===== src/hw/rtl/icfm_pkg.sv =====
// Shared widths, constants and control and status structs of the input capture frequency meter.
package icfm_pkg;

	localparam int unsigned CAP_W    = 16;
	localparam int unsigned PERIOD_W = 17;
	localparam int unsigned FREQ_W   = 31;
	localparam int unsigned CLK_W    = 32;
	localparam int unsigned DIVSR_W  = PERIOD_W + 1;
	localparam int unsigned STEP_W   = 5;

	localparam logic [CLK_W-1:0]  CLOCK_RESET = 32'd100000000;
	localparam logic [STEP_W-1:0] LAST_STEP   = 5'd31;

	typedef struct packed {
		logic start;
		logic take;
	} div_ctrl_t;

	typedef struct packed {
		logic busy;
		logic done;
	} div_stat_t;

endpackage


===== src/hw/rtl/icfm_if.sv =====
// Valid/ready channel interfaces for capture beats and result beats.
interface icfm_cap_if
	import icfm_pkg::*;
();
	logic             valid;
	logic             ready;
	logic [CAP_W-1:0] capture_value;

	modport source (output valid, output capture_value, input ready);
	modport sink (input valid, input capture_value, output ready);
endinterface

interface icfm_res_if
	import icfm_pkg::*;
();
	logic                valid;
	logic                ready;
	logic [PERIOD_W-1:0] period_ticks;
	logic [FREQ_W-1:0]   frequency_hz;

	modport source (output valid, output period_ticks, output frequency_hz, input ready);
	modport sink (input valid, input period_ticks, input frequency_hz, output ready);
endinterface


===== src/hw/rtl/input_capture_frequency_meter.sv =====
// Top level of the input capture frequency meter: phase tracking, period and result register.
//
// Usage:
// - capture: valid/ready channel of 16-bit timer capture values, one beat per capture edge.
//   Beats pair up: the first of a pair is stored and yields nothing, the second yields
//   one result beat.
// - result: valid/ready channel carrying period_ticks (1..65536, equal captures count as
//   one full wrap) and frequency_hz = core_clock_hz / (2 * period_ticks), truncated.
// - cfg_wr_en/cfg_wr_data: write core_clock_hz (reset 100000000) while the block is idle.
// Timing: the first beat of a pair is only stored in first_capture_q. The second beat starts
// a bit-serial divider that retires one quotient bit per cycle over its 32-step loop; the
// quotient then moves into the result register, and no new capture is taken before that.
// capture.ready is low while the divider runs or holds a finished quotient.
// Stall: the result register holds its beat until taken; meanwhile the next pair can be
// accepted and divided, and the quotient then waits in the divider until the register frees.
// Reset: clears the phase, the stored capture, the result valid and the divider control, and
// loads core_clock_hz with its default.
module input_capture_frequency_meter
	import icfm_pkg::*;
(
	input  logic              clk,
	input  logic              arst_n,
	input  logic              cfg_wr_en,
	input  logic [CLK_W-1:0]  cfg_wr_data,
	icfm_cap_if.sink          capture,
	icfm_res_if.source        result
);

	logic                second_phase_q;
	logic [CAP_W-1:0]    first_capture_q;
	logic [CLK_W-1:0]    core_clock_hz_q;
	logic [PERIOD_W-1:0] period_q;
	logic                out_valid_q;
	logic [PERIOD_W-1:0] out_period_q;
	logic [FREQ_W-1:0]   out_freq_q;

	logic                cap_beat;
	logic [CAP_W-1:0]    diff;
	logic [PERIOD_W-1:0] period;
	logic                push;
	div_ctrl_t           div_ctrl;
	div_stat_t           div_stat;
	logic [CLK_W-1:0]    quotient;

	// Accept captures only while the divider is neither running nor holding a quotient.
	assign capture.ready = ~(div_stat.busy | div_stat.done);
	assign cap_beat      = capture.valid & capture.ready;

	// Modulo-65536 distance; a zero difference means one full wrap.
	assign diff   = capture.capture_value - first_capture_q;
	assign period = {(diff == '0), diff};

	// Move the finished quotient once the result register is free or being drained.
	assign push = div_stat.done & (~out_valid_q | result.ready);

	assign div_ctrl.start = cap_beat & second_phase_q;
	assign div_ctrl.take  = push;

	icfm_div u_div (
		.clk      (clk),
		.arst_n   (arst_n),
		.ctrl     (div_ctrl),
		.dividend (core_clock_hz_q),
		.divisor  ({period, 1'b0}),
		.stat     (div_stat),
		.quotient (quotient)
	);

	always_ff @(posedge clk or negedge arst_n) begin
		if (!arst_n) begin
			second_phase_q  <= 1'b0;
			first_capture_q <= '0;
			core_clock_hz_q <= CLOCK_RESET;
			out_valid_q     <= 1'b0;
		end else begin
			if (cfg_wr_en) begin
				core_clock_hz_q <= cfg_wr_data;
			end
			if (cap_beat) begin
				second_phase_q <= ~second_phase_q;
				if (!second_phase_q) begin
					first_capture_q <= capture.capture_value;
				end
			end
			if (push) begin
				out_valid_q <= 1'b1;
			end else if (result.ready) begin
				out_valid_q <= 1'b0;
			end
		end
	end

	// Hold the period beside the divider; load the result payload on push.
	always_ff @(posedge clk) begin
		if (div_ctrl.start) begin
			period_q <= period;
		end
		if (push) begin
			out_period_q <= period_q;
			out_freq_q   <= quotient[FREQ_W-1:0];
		end
	end

	assign result.valid        = out_valid_q;
	assign result.period_ticks = out_period_q;
	assign result.frequency_hz = out_freq_q;

`ifndef SYNTHESIS
	a_start_runs : assert property (@(posedge clk) disable iff (!arst_n)
		div_ctrl.start |=> div_stat.busy)
		else $error("divider did not start on second capture");

	a_busy_done_excl : assert property (@(posedge clk) disable iff (!arst_n)
		!(div_stat.busy && div_stat.done))
		else $error("divider busy and done together");

	a_result_period : assert property (@(posedge clk) disable iff (!arst_n)
		out_valid_q |-> (out_period_q != '0))
		else $error("result with zero period");

	a_done_blocks_in : assert property (@(posedge clk) disable iff (!arst_n)
		div_stat.done && !push |=> div_stat.done && !capture.ready)
		else $error("pending quotient lost or capture accepted");
`endif

endmodule


===== src/hw/rtl/icfm_div.sv =====
// Radix-2 restoring divider, one quotient bit per cycle.
module icfm_div
	import icfm_pkg::*;
(
	input  logic                clk,
	input  logic                arst_n,
	input  div_ctrl_t           ctrl,
	input  logic [CLK_W-1:0]    dividend,
	input  logic [DIVSR_W-1:0]  divisor,
	output div_stat_t           stat,
	output logic [CLK_W-1:0]    quotient
);

	logic              busy_q;
	logic              done_q;
	logic [STEP_W-1:0] step_q;
	logic [DIVSR_W-1:0] rem_q;
	logic [CLK_W-1:0]   quo_q;
	logic [DIVSR_W-1:0] divsr_q;

	logic [DIVSR_W:0] shifted;
	logic [DIVSR_W:0] trial;
	logic             fits;

	// Shift one dividend bit into the partial remainder and try a subtract.
	assign shifted = {rem_q, quo_q[CLK_W-1]};
	assign trial   = shifted - {1'b0, divsr_q};
	assign fits    = ~trial[DIVSR_W];

	always_ff @(posedge clk or negedge arst_n) begin
		if (!arst_n) begin
			busy_q <= 1'b0;
			done_q <= 1'b0;
			step_q <= '0;
		end else begin
			if (ctrl.start) begin
				busy_q <= 1'b1;
				done_q <= 1'b0;
				step_q <= '0;
			end else if (busy_q) begin
				step_q <= step_q + 1'b1;
				if (step_q == LAST_STEP) begin
					busy_q <= 1'b0;
					done_q <= 1'b1;
				end
			end else if (ctrl.take) begin
				done_q <= 1'b0;
			end
		end
	end

	always_ff @(posedge clk) begin
		if (ctrl.start) begin
			rem_q   <= '0;
			quo_q   <= dividend;
			divsr_q <= divisor;
		end else if (busy_q) begin
			rem_q <= fits ? trial[DIVSR_W-1:0] : shifted[DIVSR_W-1:0];
			quo_q <= {quo_q[CLK_W-2:0], fits};
		end
	end

	assign stat.busy = busy_q;
	assign stat.done = done_q;
	assign quotient  = quo_q;

endmodule


===== src/flat_wrapper.sv =====
// flat-port wrapper written by rule: the top's interface ports become plain ports
module input_capture_frequency_meter_flat import icfm_pkg::*;
  (clk, arst_n, cfg_wr_en, cfg_wr_data, capture_valid, capture_capture_value, capture_ready, result_valid, result_period_ticks, result_frequency_hz, result_ready);
  icfm_cap_if capture_i ();
  icfm_res_if result_i ();
  input  logic clk;
  input  logic arst_n;
  input  logic cfg_wr_en;
  input  logic [CLK_W-1:0] cfg_wr_data;
  input wire logic [$bits(capture_i.valid)-1:0] capture_valid;
  input wire logic [$bits(capture_i.capture_value)-1:0] capture_capture_value;
  output wire logic [$bits(capture_i.ready)-1:0] capture_ready;
  output wire logic [$bits(result_i.valid)-1:0] result_valid;
  output wire logic [$bits(result_i.period_ticks)-1:0] result_period_ticks;
  output wire logic [$bits(result_i.frequency_hz)-1:0] result_frequency_hz;
  input wire logic [$bits(result_i.ready)-1:0] result_ready;
  assign capture_i.valid = capture_valid;
  assign capture_i.capture_value = capture_capture_value;
  assign capture_ready = capture_i.ready;
  assign result_valid = result_i.valid;
  assign result_period_ticks = result_i.period_ticks;
  assign result_frequency_hz = result_i.frequency_hz;
  assign result_i.ready = result_ready;
  input_capture_frequency_meter u_core (.clk(clk), .arst_n(arst_n), .cfg_wr_en(cfg_wr_en), .cfg_wr_data(cfg_wr_data), .capture(capture_i), .result(result_i));
endmodule

===== config.mk =====
export PLATFORM = sky130hd
export DESIGN_NAME = input_capture_frequency_meter_flat
export DESIGN_NICKNAME = d
export VERILOG_FILES = /design/src/hw/rtl/icfm_pkg.sv /design/src/hw/rtl/icfm_if.sv /design/src/hw/rtl/input_capture_frequency_meter.sv /design/src/hw/rtl/icfm_div.sv /design/src/flat_wrapper.sv
export SDC_FILE = /design/constraint.sdc
export NUM_CORES = 1
export LEC_CHECK = 0
export BUFFER_PORTS_ARGS = -buffer_cell sky130_fd_sc_hd__buf_2
export CORE_MARGIN = 2
export CORE_UTILIZATION = 53
export DETAILED_ROUTE_END_ITERATION = 10
export GPL_TIMING_DRIVEN = 0
export PLACE_DENSITY = 0.85
export SYNTH_ARGS = -nofsm -noshare
export SYNTH_HDL_FRONTEND = slang
export SYNTH_HIERARCHICAL = 1
export SYNTH_SLANG_ARGS = --single-unit

===== constraint.sdc =====
create_clock -name clk -period 2.8 [get_ports clk]
set_input_delay 0 -clock clk [delete_from_list [all_inputs] [get_ports clk]]
set_output_delay 0 -clock clk [all_outputs]
set_load 0.005 [all_outputs]

Word-level counts from Yosys, hierarchy flattened
Cells that the tools add are included.
{ "word_totals": {"regBits": 172, "out_inout_bits": 50, "word_cells": 46} }
{ "op_classes": {"n_addsub": 3, "eq_ne": 2, "muxes": 14, "n_bitwise": 9, "n_reduce_logical": 6} }
{ "ops": {"columns": ["cell", "n"], "rows": [
  ["32-bit two-way mux", 2],
  ["19-bit by 18-bit subtractor with 19-bit output", 1],
  ["18-bit two-way mux", 1],
  ["16-bit zero test", 1],
  ["16-bit subtractor", 1],
  ["5-bit two-way mux", 2],
  ["1-bit two-way mux", 9],
  ["5-bit by 1-bit adder with 5-bit output (second input constant)", 1],
  ["5-bit == test (second input constant)", 1],
  ["1-bit inverter", 4],
  ["2-bit AND reduction", 2],
  ["2-bit nonzero test", 2],
  ["1-bit bitwise AND", 3],
  ["3-bit by 1-bit != test with 1-bit output (second input constant)", 1],
  ["3-bit nonzero test", 1],
  ["1-bit OR", 2]
]} }

Longest topological paths before layout
{ "logic_depth": {"ltp_word": 6, "depth_mapped": 12, "ltp_nobuf": 11} }

Hierarchy
The synthesis kept the hierarchy.
{ "by_module_without_submodules": {"columns": ["module", "n_inst", "cells_each", "area_per_inst_um2", "seq_area_each_um2"], "rows": [
  ["input_capture_frequency_meter", 1, 309, 4598.2, 3218.1],
  ["icfm_div", 1, 356, 4038.9, 2037.0]
]} }

Least setup slack after synthesis
OpenSTA, ideal clock, no wires.
{ "synth_path": {"path_kind": "register -> register", "start": "reg u_core.u_div.busy_q", "end": "reg u_core.u_div.quo_q[0] (netlist: u_core/u_div/quotient[0]) (enable)", "t_arrival_ns": 2.610, "required_time_ns": 2.413, "slack_ns": -0.197, "path_stages_with_launch": 7, "n_path_buf": 2, "period_less_slack_ns": 2.997, "cell_sequence": "dfrtp_1 -> buf_4 -> nor2_1 -> and3_1 -> buf_6 -> nor2_1 -> inv_1"} }
{ "synth_lines": {"columns": ["element", "line_no", "rtl"], "rows": [
  ["start: declaration", "icfm_div.sv:14", "logic busy_q;"],
  ["start signal: assignment", "icfm_div.sv:32", "busy_q <= 1'b0;"],
  ["start signal: assignment", "icfm_div.sv:37", "busy_q <= 1'b1;"],
  ["start signal: assignment", "icfm_div.sv:43", "busy_q <= 1'b0;"],
  ["end signal: assignment", "icfm_div.sv:55", "quo_q <= dividend;"],
  ["end signal: assignment", "icfm_div.sv:59", "quo_q <= {quo_q[CLK_W-2:0], fits};"],
  ["end: declaration", "icfm_div.sv:18", "logic [CLK_W-1:0] quo_q;"]
]} }

Worst setup path in the final report
{ "layout_path": {"start": "reg u_core.first_capture_q[0]", "end": "reg u_core.u_div.divsr_q[17], data pin"} }
{ "layout_via": {"elab_chain_len": 2} }
{ "layout_rtl": {"columns": ["element", "line_no", "rtl"], "rows": [
  ["start: declaration", "input_capture_frequency_meter.sv:30", "logic [CAP_W-1:0] first_capture_q;"],
  ["start signal: assignment", "input_capture_frequency_meter.sv:82", "first_capture_q <= capture.capture_value;"],
  ["16-bit subtractor", "input_capture_frequency_meter.sv:50", "assign diff = capture.capture_value - first_capture_q;"],
  ["named net u_core.diff[4]", "input_capture_frequency_meter.sv:38", "logic [CAP_W-1:0] diff;"],
  ["16-bit zero test", "input_capture_frequency_meter.sv:51", "assign period = {(diff == '0), diff};"],
  ["named net u_core.period[16]", "input_capture_frequency_meter.sv:39", "logic [PERIOD_W-1:0] period;"],
  ["end signal: assignment", "icfm_div.sv:56", "divsr_q <= divisor;"],
  ["end: declaration", "icfm_div.sv:19", "logic [DIVSR_W-1:0] divsr_q;"]
]} }
The timed path passes the listed nets, and every way through them passes these cells.
A chain may end at the register's enable or synchronous reset.

==> impl_metrics.yaml <==
worst_setup_path:
  ff2ff_setup_slack_ns: -0.19
  crit_start: "u_core/first_capture_q[0]"
  crit_fanout: 2
  worstSetupPathType: "register to register"
  required_ns: 3.09
  r2r_cells: 9
  cp-end-kind: "register"
  rr_endpoint: "u_core/u_div/divsr_q[17]"
  cp-start-kind: "register"
  r2r-start: "u_core/first_capture_q[0]"
  cp.arrival_ns: 3.28
status:
  status: "finished, violations left"
  violations: "negative setup slack"
sta:
  maxSlewHeadroom: 0.405
  max_slew.worst_pin.slew_ns: 0.889
  setup_viol: 16
  maxSlewViolCount: 0
  max_freq_ghz: 0.334
  fin_crit_ns: 2.99
  whs_ns: 0.0265
  setup_slack_ns: -0.193
  period_share: 1.07
  grt_setup_unrepaired: "true"
  finClkSkew_ns: 0.0127
  final-hold-violation-count: 0
yosys:
  synth_top_area_frac: 0.400
  synth_area_um2: 8640
  synth_edf_count: 115
  synthTopCellsByArea: "edfxtp_1 (40%), dfrtp_1 (13%), mux2_2 (8.5%)"
  synth-xor-area-share: 0.0378
  synth_cells: 665
  syn_avg_cell_area_um2: 13.0
  synth-compound-area-share: 0.0947
  syn_nets: 755
  synth_top_family_by_area: "compound AO/OA/AOI/OAI gates"
  synthAdderAreaFrac: 0.0553
  synth_seq_cells: 190
  muxShareOfSynthArea: 0.0871
  synth_top_flop_cell: "edfxtp_1"
  synthDistinctLibCells: 67
  async_flop_share: 0.300
  yosys.area_share.simple: 0.0792
  synth-warning-count: 6
  synth-seq-area-share: 0.608
  synth_area_leader_cell: "edfxtp_1"
cells_and_area:
  final_cell_mix: "edfxtp_1 (115), buf_2 (101), mux2_2 (65)"
  fin_cells: 1094
  layout.nets: 955
  area_delta_synth_final_pct: 27.4
  post_route_cells_drive_above_1_share: 0.350
  final_common_cell: "edfxtp_1"
  fill_cells: 1055
  multiInputGateArea_um2: 3280
  antenna_cells: 0
  register_area_um2: 5260
min_path:
  min_path_cells: 2
  hold_path.class: "input port to register"
  min_to: "u_core/core_clock_hz_q[29]"
  hp-start: "cfg_wr_en"
die:
  die-area_um2: 17300
  core_um2: 15900
  fp-row-count: 46
  die-height_um: 132
  die_x_um: 132
  ios: 103
  initial_core_util: 0.544
clock_tree:
  numCtsBuffers: 17
  root_buffer: "clkbuf_16"
  cts_tree: "built"
  cts.sinks: 190
  clockBufferDepth: 2
  htree_num_levels: 4
  insertion_delay_ns: 0.45
  clkTransAtPathRegs_ns: 0.08
place:
  post-place-ws_ns: -0.628
  hpwl_um: 11900
  gp_congestion: 0.851
  port_buffers: 101
  dp_cells: 983
grt:
  grt_pass1_wl_um: 31600
  antenna_found_initial: 0
  grt_max_degree: 58
  grt_use_total: 0.234
  grt_pass1_vias: 6064
  overflow: 0
detailed_routing:
  dr.pass1.iters: 5
  wl_per_cell_um: 18.1
  first_iter_violations: 366
  ant_nets: 0
  route.detailed.drc: 0
  vias: 5913
  drt_wl_total_um: 19800
  via_per_inst: 5.40
power:
  pwr-share-comb: 0.440
  p_per_area_nw_per_um2: 1190
  ir_drop_mv: 0.775
  swShare: 0.363
  power_frac_seq: 0.376
  leakage_nw: 4.53
  power.share.clock: 0.184
  power.switching_mw: 4.75
  intPower_mw: 8.35
flow_run:
  cap_violations: 0
==> power groups by stage <==
| stage | clock, mW | sequential, mW | combinational (mW) |
|---|---|---|---|
| after floorplan | 0 | 4.78 | 3.41 |
| after global placement | 0 | 4.87 | 4.43 |
| after detailed placement | 0 | 4.91 | 4.62 |
| after CTS | 2.43 | 4.86 | 5.26 |
| after global routing | 2.57 | 5.01 | 6.29 |
| final | 2.42 | 4.92 | 5.77 |
==> worst max-delay path: stages (launching register included) <==
cell	delay (ns)
dfrtp_1	0.39
ha_2	0.20
fa_2	0.34
nor2b_1	0.19
o31a_1	0.24
a21oi_2	0.07
or4b_4	0.50
or4_4	0.46
nor4_4	0.20
and4bb_1	0.26
==> how the worst max path moves through the flow <==
stage                                            to  slack, ns  cells after the start
after floorplan                 u_core/period_q[16]       0.13                      9
after global placement    u_core/u_div/quotient[19]      -0.59                      6
final                      u_core/u_div/divsr_q[17]      -0.19                      9
after detailed placement  u_core/u_div/quotient[19]      -0.63                      6
after CTS                  u_core/u_div/divsr_q[17]      -0.15                      9
after global routing       u_core/u_div/divsr_q[17]      -0.29                      9
==> cell families after synthesis <==
kind of cell / Yosys count
DFF: 190
and+or+nand+nor: 150
AOI/OAI and AO/OA: 118
buffers and inverters: 69
muxes: 67
adders and majority gates: 37
xor gates and xnor gates: 33
other: 1
==> cell type report <==
cell class / count / area share
Sequential cell: 190 / 0.477
Multi-Input combinational cell: 407 / 0.298
Timing Repair Buffer: 179 / 0.116
Clock buffer: 18 / 0.0399
Tap cell: 216 / 0.0246
Inverter: 46 / 0.0160
Buffer: 23 / 0.0138
Clock inverter: 14 / 0.0134
Timing Repair inverter: 1 / 0.000682
==> registers in the layout, summed over array words and instances, names as in the netlist, 5 cells and up <==
name and count:
u_core/result.period_ticks 17, u_core/result.frequency_hz 31, u_core/u_div/rem_q 18, u_core/u_div/step_q 5, u_core/first_capture_q 16, u_core/core_clock_hz_q 32
u_core/period_q 17, u_core/u_div/divsr_q 18, u_core/u_div/quotient 32
==> synthesized netlist by cell type (9+ instances only) <==
library cell / count
xnor2_1: 16
inv_1: 46
clkbuf_1: 10
a21oi_1: 29
dfstp_2: 12
nand2_1: 66
xor2_1: 15
edfxtp_1: 115
dfrtp_1: 45
ha_1: 35
nor2_1: 37
dfxtp_1: 18
o21ai_0: 32
mux2_2: 65
nand3_1: 9
==> per-stage QoR <==
stage | area, µm² | utilization | total power [mW] | TNS, ns
floorplan | 8640 | - | 8.19 | 0
global placement | 9410 | 0.593 | 9.31 | -28.21
detailed placement | 9440 | 0.594 | 9.53 | -31.41
CTS | 10800 | 0.682 | 12.5 | -0.335
global route | 11000 | 0.693 | 13.9 | -3.58
finish | 11000 | 0.693 | 13.1 | -0.637
==> what timing repair did <==
item,4_1_cts,5_1_grt
endpoints found under the hold margin,95,0
pin swaps,12,15
gates cloned,3,0
buffers inserted,20,4
gates resized for setup,21,37
endpoints found under the setup margin,82,40
hold buffers,52,0
==> routing by layer <==
metal / global-route usage / share of wire / up-vias
met5: 0 / 0 / -
met4: 0.0888 / 0.024 / 0
met3: 0.0440 / 0.046 / 42
met2: 0.417 / 0.53 / 199
met1: 0.281 / 0.40 / 2860
li1: - / - / 2812
Power figures use the tool's default switching activity.
